$ cat src/rtl/core/srdc_pkg.sv
`timescale 1ns / 1ps
// ---------------------------------------------------------------------------
// srdc_pkg
// Shared constants and types of the scanline row-delta compressor.
// ---------------------------------------------------------------------------
package srdc_pkg;

    localparam int MAX_ROW_BYTES = 256;
    localparam int COL_W         = $clog2(MAX_ROW_BYTES);
    localparam int LEN_W         = 9;
    localparam int GROUP_SIZE    = 8;
    localparam int SLOT_W        = $clog2(GROUP_SIZE);
    localparam int BYTE_W        = 8;
    localparam int PADDR_W       = 3;
    localparam int PDATA_W       = 32;

    localparam logic [LEN_W-1:0]  ROW_BYTES_RESET = LEN_W'(2);
    localparam logic [BYTE_W-1:0] FLAG_MSB        = 8'h80;
    localparam logic [SLOT_W-1:0] LAST_SLOT       = SLOT_W'(GROUP_SIZE - 1);

    // register index, taken from paddr[2]
    localparam logic REG_ROW_BYTES = 1'b0;

    // one finished group handed to the output stage
    typedef struct packed {
        logic [BYTE_W-1:0]                  flags;
        logic [GROUP_SIZE-1:0][BYTE_W-1:0]  bytes;
    } group_t;

endpackage

$ cat src/rtl/core/srdc_emit.sv
`timescale 1ns / 1ps
// ---------------------------------------------------------------------------
// srdc_emit
// Output stage: sends the flag word of a group, then its changed bytes.
// ---------------------------------------------------------------------------
module srdc_emit
    import srdc_pkg::*;
(
    input  logic               aclk,
    input  logic               aresetn,
    input  logic               load_valid,
    input  group_t             load_group,
    output logic               load_ready,
    output logic               m_tvalid,
    input  logic               m_tready,
    output logic [BYTE_W-1:0]  m_tdata,   // [7:0] out_byte
    output logic               m_tuser,   // [0] is_flag
    output logic               m_tlast
);

    logic                              valid_reg;
    logic                              flag_pend_reg;
    logic [BYTE_W-1:0]                 flag_reg;
    logic [BYTE_W-1:0]                 mask_reg;
    logic [GROUP_SIZE-1:0][BYTE_W-1:0] data_reg;

    logic              valid_next;
    logic              flag_pend_next;
    logic [BYTE_W-1:0] mask_next;
    logic [SLOT_W-1:0] sel;
    logic [BYTE_W-1:0] mask_rest;
    logic              xfer;

    // lowest pending slot: slot k owns flag bit 7-k
    always_comb begin
        sel = '0;
        for (int k = GROUP_SIZE - 1; k >= 0; k--) begin
            if (mask_reg[GROUP_SIZE-1-k]) begin
                sel = SLOT_W'(k);
            end
        end
    end

    assign mask_rest = mask_reg & ~(FLAG_MSB >> sel);

    assign m_tvalid = valid_reg;
    assign m_tdata  = flag_pend_reg ? flag_reg : data_reg[sel];
    assign m_tuser  = flag_pend_reg;
    assign m_tlast  = flag_pend_reg ? (mask_reg == '0) : (mask_rest == '0);

    assign xfer       = valid_reg && m_tready;
    assign load_ready = !valid_reg || (xfer && m_tlast);

    always_comb begin
        valid_next     = valid_reg;
        flag_pend_next = flag_pend_reg;
        mask_next      = mask_reg;
        if (load_valid && load_ready) begin
            valid_next     = 1'b1;
            flag_pend_next = 1'b1;
            mask_next      = load_group.flags;
        end else if (xfer) begin
            if (flag_pend_reg) begin
                flag_pend_next = 1'b0;
            end else begin
                mask_next = mask_rest;
            end
            if (m_tlast) begin
                valid_next = 1'b0;
            end
        end
    end

    always_ff @(posedge aclk) begin
        if (!aresetn) begin
            valid_reg     <= 1'b0;
            flag_pend_reg <= 1'b0;
            mask_reg      <= '0;
        end else begin
            valid_reg     <= valid_next;
            flag_pend_reg <= flag_pend_next;
            mask_reg      <= mask_next;
        end
    end

    always_ff @(posedge aclk) begin
        if (load_valid && load_ready) begin
            flag_reg <= load_group.flags;
            data_reg <= load_group.bytes;
        end
    end

endmodule

$ cat src/rtl/core/scanline_row_delta_compressor.sv
`timescale 1ns / 1ps
// A closing word is registered in the compare stage; the output stage then shows its flag word.
// Throughput: one input word per cycle while the output stage can take a closing group; that group
//   sends 1 + (changed bytes) words on the single output port, one per cycle while m_tready is high.
// Reset: synchronous, active low; clears column, flags and pipeline valids, sets the first-row mark,
//   row_bytes returns to 2. Previous-row memory is not cleared and needs no clearing pass.
// ---------------------------------------------------------------------------
// scanline_row_delta_compressor
// Compresses bitmap rows against the previous row in groups of eight bytes.
// ---------------------------------------------------------------------------
module scanline_row_delta_compressor
    import srdc_pkg::*;
(
    input  logic               aclk,
    input  logic               aresetn,
    // configuration
    input  logic               psel,
    input  logic               penable,
    input  logic               pwrite,
    input  logic [PADDR_W-1:0] paddr,
    input  logic [PDATA_W-1:0] pwdata,
    output logic [PDATA_W-1:0] prdata,
    output logic               pready,
    // input bytes
    input  logic               s_tvalid,
    output logic               s_tready,
    input  logic [BYTE_W-1:0]  s_tdata,   // [7:0] pixel_byte
    input  logic               s_tuser,   // [0] start_of_image
    // compressed stream
    output logic               m_tvalid,
    input  logic               m_tready,
    output logic [BYTE_W-1:0]  m_tdata,   // [7:0] out_byte
    output logic               m_tuser,   // [0] is_flag
    output logic               m_tlast
);

    // configuration register
    logic [LEN_W-1:0] row_bytes_reg;

    assign pready = 1'b1;

    always_ff @(posedge aclk) begin
        if (!aresetn) begin
            row_bytes_reg <= ROW_BYTES_RESET;
        end else if (psel && penable && pwrite && pready && paddr[2] == REG_ROW_BYTES) begin
            row_bytes_reg <= pwdata[LEN_W-1:0];
        end
    end

    assign prdata = (paddr[2] == REG_ROW_BYTES) ? PDATA_W'(row_bytes_reg) : '0;

    // row position, tracked at acceptance
    logic [COL_W-1:0] column_reg;
    logic             first_row_reg;
    logic [COL_W-1:0] column_next;
    logic             first_row_next;
    logic [LEN_W-1:0] row_len;
    logic [COL_W-1:0] col;
    logic             first;
    logic             row_end;
    logic             accept;

    always_comb begin
        priority if (row_bytes_reg == '0) begin
            row_len = LEN_W'(1);
        end else if (row_bytes_reg > LEN_W'(MAX_ROW_BYTES)) begin
            row_len = LEN_W'(MAX_ROW_BYTES);
        end else begin
            row_len = row_bytes_reg;
        end
    end

    assign accept  = s_tvalid && s_tready;
    assign col     = s_tuser ? '0 : column_reg;
    assign first   = s_tuser ? 1'b1 : first_row_reg;
    assign row_end = (LEN_W'(col) + LEN_W'(1)) >= row_len;

    assign column_next    = row_end ? '0 : col + COL_W'(1);
    assign first_row_next = row_end ? 1'b0 : first;

    always_ff @(posedge aclk) begin
        if (!aresetn) begin
            column_reg    <= '0;
            first_row_reg <= 1'b1;
        end else if (accept) begin
            column_reg    <= column_next;
            first_row_reg <= first_row_next;
        end
    end

    // previous row: read the old byte and store the new one at the same edge
    logic [BYTE_W-1:0] prev_mem [MAX_ROW_BYTES];
    logic [BYTE_W-1:0] prev_rd_reg;

    always_ff @(posedge aclk) begin
        if (accept) begin
            prev_rd_reg   <= prev_mem[col];
            prev_mem[col] <= s_tdata;
        end
    end

    // compare stage
    logic              s1_valid_reg;
    logic [BYTE_W-1:0] s1_byte_reg;
    logic [SLOT_W-1:0] s1_slot_reg;
    logic              s1_end_reg;
    logic              s1_first_reg;
    logic              s1_sof_reg;

    logic [BYTE_W-1:0]                 change_flags_reg;
    logic [GROUP_SIZE-1:0][BYTE_W-1:0] group_reg;

    logic [BYTE_W-1:0]                 change_flags_next;
    logic [BYTE_W-1:0]                 flags_base;
    logic [BYTE_W-1:0]                 flags_new;
    logic [GROUP_SIZE-1:0][BYTE_W-1:0] group_next;
    logic                              changed;
    logic                              emit;
    logic                              s1_fire;
    logic                              load_ready;
    group_t                            load_group;

    always_comb begin
        // a new image drops any group in progress
        flags_base = s1_sof_reg ? '0 : change_flags_reg;
        changed    = s1_first_reg || (prev_rd_reg != s1_byte_reg);
        flags_new  = flags_base | (changed ? (FLAG_MSB >> s1_slot_reg) : '0);
        group_next = group_reg;
        group_next[s1_slot_reg] = s1_byte_reg;
    end

    assign emit              = (s1_slot_reg == LAST_SLOT) || s1_end_reg;
    assign s1_fire           = s1_valid_reg && (!emit || load_ready);
    assign change_flags_next = emit ? '0 : flags_new;
    assign s_tready          = !s1_valid_reg || s1_fire;

    assign load_group.flags = flags_new;
    assign load_group.bytes = group_next;

    always_ff @(posedge aclk) begin
        if (!aresetn) begin
            s1_valid_reg     <= 1'b0;
            change_flags_reg <= '0;
        end else begin
            if (accept) begin
                s1_valid_reg <= 1'b1;
            end else if (s1_fire) begin
                s1_valid_reg <= 1'b0;
            end
            if (s1_fire) begin
                change_flags_reg <= change_flags_next;
            end
        end
    end

    always_ff @(posedge aclk) begin
        if (accept) begin
            s1_byte_reg  <= s_tdata;
            s1_slot_reg  <= col[SLOT_W-1:0];
            s1_end_reg   <= row_end;
            s1_first_reg <= first;
            s1_sof_reg   <= s_tuser;
        end
        if (s1_fire) begin
            group_reg <= group_next;
        end
    end

    srdc_emit u_emit (
        .aclk       (aclk),
        .aresetn    (aresetn),
        .load_valid (s1_valid_reg && emit),
        .load_group (load_group),
        .load_ready (load_ready),
        .m_tvalid   (m_tvalid),
        .m_tready   (m_tready),
        .m_tdata    (m_tdata),
        .m_tuser    (m_tuser),
        .m_tlast    (m_tlast)
    );

endmodule

$ cat config.mk
export PLATFORM = sky130hd
export DESIGN_NAME = scanline_row_delta_compressor
export DESIGN_NICKNAME = d
export VERILOG_FILES = /design/src/rtl/core/srdc_pkg.sv /design/src/rtl/core/srdc_emit.sv /design/src/rtl/core/scanline_row_delta_compressor.sv
export SDC_FILE = /design/constraint.sdc
export NUM_CORES = 2
export LEC_CHECK = 0
export BUFFER_PORTS_ARGS = -buffer_cell sky130_fd_sc_hd__buf_2
export CORE_MARGIN = 2
export CORE_UTILIZATION = 30
export CTS_BUF_LIST = sky130_fd_sc_hd__clkbuf_4 sky130_fd_sc_hd__clkbuf_8 sky130_fd_sc_hd__clkbuf_16
export DETAILED_ROUTE_END_ITERATION = 6
export SYNTH_ARGS = -nofsm -noshare
export SYNTH_HDL_FRONTEND = slang
export SYNTH_SLANG_ARGS = --single-unit
$ cat constraint.sdc
create_clock -name aclk -period 3.7 [get_ports aclk]
set_input_delay 0.185 -clock aclk [delete_from_list [all_inputs] [get_ports aclk]]
set_output_delay 0.185 -clock aclk [all_outputs]
set_load 0.01 [all_outputs]
==> flow_metrics.tcl <==
set metrics [dict create \
    outcome "finished clean" \
    cts_max_path_buffers 4 \
    post-place-ws_ns -0.159 \
    routedWlPerCell_um 23.7 \
    finClkSkew_ns 0.108 \
    tightest_slew_ns 1.07 \
    largest_reg_flops 2048 \
    antenna_found_initial 9 \
    postLayoutSetupSlackWorst_ns 0.113 \
    drt-pass1-iter-count 6 \
    r2r_start "column_reg[0]$_SDFFE_PN0P_" \
    path_class "register to register" \
    clk_pin_slew_worst_paths_ns 0.07 \
    h-tree-depth 4 \
    syn_avg_cell_area_um2 14.3 \
    synth.most_common_cell "edfxtp_1" \
    drv_cap 0 \
    setup_viol 0 \
    track_usage 0.162 \
    drtIter0Drc 6833 \
    fp.dieH_um 552 \
    hold_start "s_tdata[4]" \
    power_density_mw_per_mm2 502 \
    ys.flop_type "edfxtp_1" \
    synth_commonest_cells "edfxtp_1, nand2_1, clkbuf_1, nor2_1, a211oi_1" \
    maxSlewViolCount 0 \
    yosysTopAreaCell "edfxtp_1" \
    r2r_setup_slack_ns 0.11 \
    cts_made_buffers 224 \
    synth_cells 6302 \
    cp.required_ns 4.30 \
    grt-ovfl-total 0 \
    path_common_cell "buf_4" \
    io_buffers 46 \
    clock-sinks 2243 \
    nNetsFinal 6755 \
    clockRootBuffer "clkbuf_16" \
    avgViaCountPerCell 5.16 \
    tns_ns 0 \
    final_util 0.353 \
    timing.final.crit_share 0.970 \
    async_flop_share 0 \
    die_area_mm2 0.305 \
    startpoint "column_reg[0]$_SDFFE_PN0P_" \
    rows 201 \
    slowest_stage "dfxtp_4" \
    hold_ws_ns 0.210 \
    drcViolationCount 0 \
    synth_edf_count 2206 \
    dp_hpwl_mm 154 \
    max_slew_margin 0.287 \
    fin_crit_ns 3.59 \
    globalplace.congestion 0.889 \
    clk_latency_ns 0.90 \
    timing.fmax_mhz 279 \
    vias 55900 \
    ir_worst_vdd_mv 0.387 \
    cts_tree "done" \
    synthToLayoutAreaGrowth_pct 17.4 \
    start_util 0.301 \
    whs_endpoint "prev_mem[83][4]$_DFFE_PP_" \
    r2r-end "prev_rd_reg[7]$_DFFE_PP_" \
    leakagePower_nw 34.1 \
    startpoint_type "register" \
    final-hold-violation-count 0 \
    path_cells "buf_12, buf_4, nor2b_1, a211oi_1, a311oi_1, nor4_1, o22ai_1, nor4_2, buf_4, o211ai_1" \
    whs_path_depth 2 \
    grt_pass1_wl_mm 371 \
    crit_family "simple AND/OR/NAND/NOR gates" \
    routed_wl_mm 257 \
    reg2regPathDepth 10 \
    cp.arrival_ns 4.19 \
    grt_max_degree 129 \
    critical_path.max_fanout 98 \
    worst_path_largest_cell_delay_ns 0.53 \
    endpoint_kind "register" \
    ant_nets 0 \
    synth-seq-area-share 0.743 \
    layout-drive-gt1-share 0.177 \
    min_path_type "input port to register" \
    rsz0062_at_grt "false" \
    path_depth 10 \
    first_global_vias 53800 \
    netlist_area_mm2 0.0902 \
    synth_top_cell_area_share 0.735 \
    path_buf_inv 3 \
    core_mm2 0.300 \
    num_io_pins 96 \
    die_x_um 552 \
    yosys_warnings 0 \
    synth_cell_types 67 \
    netlist_top_cells_area "edfxtp_1, nand2_1, mux2_2" \
    synth-seq-cells 2243 \
]
## layer usage
layer / vias to the layer above / part of all wire / global-route usage / wire [µm]
li1: 24700 / - / - / -
met1: 28400 / 0.42 / 0.225 / 108000
met2: 2470 / 0.46 / 0.256 / 119000
met3: 379 / 0.089 / 0.0313 / 23000
met4: 4 / 0.027 / 0.0447 / 6960
met5: - / 0.000090 / 0 / 23
## what timing repair did
item | 4_1_cts | 5_1_grt
pin swaps | 0 | 1
endpoints found under the setup margin | 1 | 7
buffers inserted | 0 | 0
hold buffers | 41 | 0
resized for setup | 2 | 4
endpoints found under the hold margin | 703 | 0
gates cloned | 0 | 2
## placed cells by master, fill, tap and decap left out, types with 10 or more instances in the layout
| master | count |
|---|---|
| mux2_2 | 223 |
| dfxtp_1 | 36 |
| a311oi_1 | 211 |
| conb_1 | 24 |
| a31oi_1 | 253 |
| a21boi_0 | 24 |
| a211oi_1 | 265 |
| edfxtp_1 | 2206 |
| clkinv_1 | 49 |
| nand4_1 | 10 |
| o21ai_0 | 173 |
| and3_1 | 11 |
| bufinv_16 | 13 |
| clkbuf_16 | 227 |
| nand2_1 | 1159 |
| o22ai_1 | 45 |
| nand3_1 | 135 |
| buf_4 | 468 |
| buf_12 | 55 |
| inv_1 | 33 |
| buf_2 | 38 |
| dlygate4sd3_1 | 41 |
| nand2b_1 | 17 |
| o221ai_1 | 17 |
| nor2_2 | 13 |
| nor2_1 | 267 |
| clkbuf_4 | 61 |
| a21oi_1 | 111 |
| mux2i_1 | 147 |
| nor4_1 | 89 |
| clkinv_2 | 38 |
| nor2b_1 | 251 |
| ha_1 | 13 |
## cell families (layout without fill, tap and decap cells)
group | count (synthesis) | count (layout) | share of synthesized area
compound gates | 1137 | 1137 | 0.0863
fa+ha+maj | 14 | 14 | 0.00191
simple gates | 2011 | 2011 | 0.0991
xor+xnor | 14 | 14 | 0.00136
mux | 371 | 371 | 0.0444
buf+inv | 510 | 1058 | 0.0240
flops | 2243 | 2243 | 0.743
other cells | 2 | 29 | 0.0000833
## worst reg2reg max path, cell delays in order, from the launching register on
cell and delay [ns]:
dfxtp_4 0.53, buf_12 0.40, buf_4 0.44, nor2b_1 0.07, a211oi_1 0.35, a311oi_1 0.12, nor4_1 0.53, o22ai_1 0.16
nor4_2 0.44, buf_4 0.21, o211ai_1 0.08
## worst max path at each step
stage	end	slack [ns]
floorplan	column_reg[0]$_SDFFE_PN0P_	0.10
finish	prev_rd_reg[7]$_DFFE_PP_	0.11
detailed placement	prev_rd_reg[3]$_DFFE_PP_	-0.16
global route	prev_mem[235][1]$_DFFE_PP_	0.04
global placement	prev_rd_reg[3]$_DFFE_PP_	-0.15
CTS	prev_rd_reg[7]$_DFFE_PP_	0.0003
## cell type report
| class | count | area [µm²] |
|---|---|---|
| diodes | 5 | 12.5 |
| clock buffers | 287 | 6100 |
| repair buffers | 614 | 5440 |
| well taps | 3958 | 4950 |
| inverters | 37 | 151 |
| clock inverters | 120 | 998 |
| multi-input cells | 3571 | 21200 |
| flip-flops and latches | 2243 | 67000 |
| fillers | 28300 | 194000 |
## power breakdown
group          switching (mW)  leakage [nW]  internal (mW)
Combinational            1.94          10.4          0.884
Clock                    9.60          3.55           12.6
Sequential             0.0958          20.2           28.1
## through the flow
stage,area [µm²],cells,power [mW]
after floorplan,90300,6324,30.2
after global placement,98300,10400,31.4
after detailed placement,98300,10400,31.5
after CTS,106000,10800,53.4
after global routing,106000,10800,54.6
final,106000,10800,53.1
(Power assumes the default switching activity.)
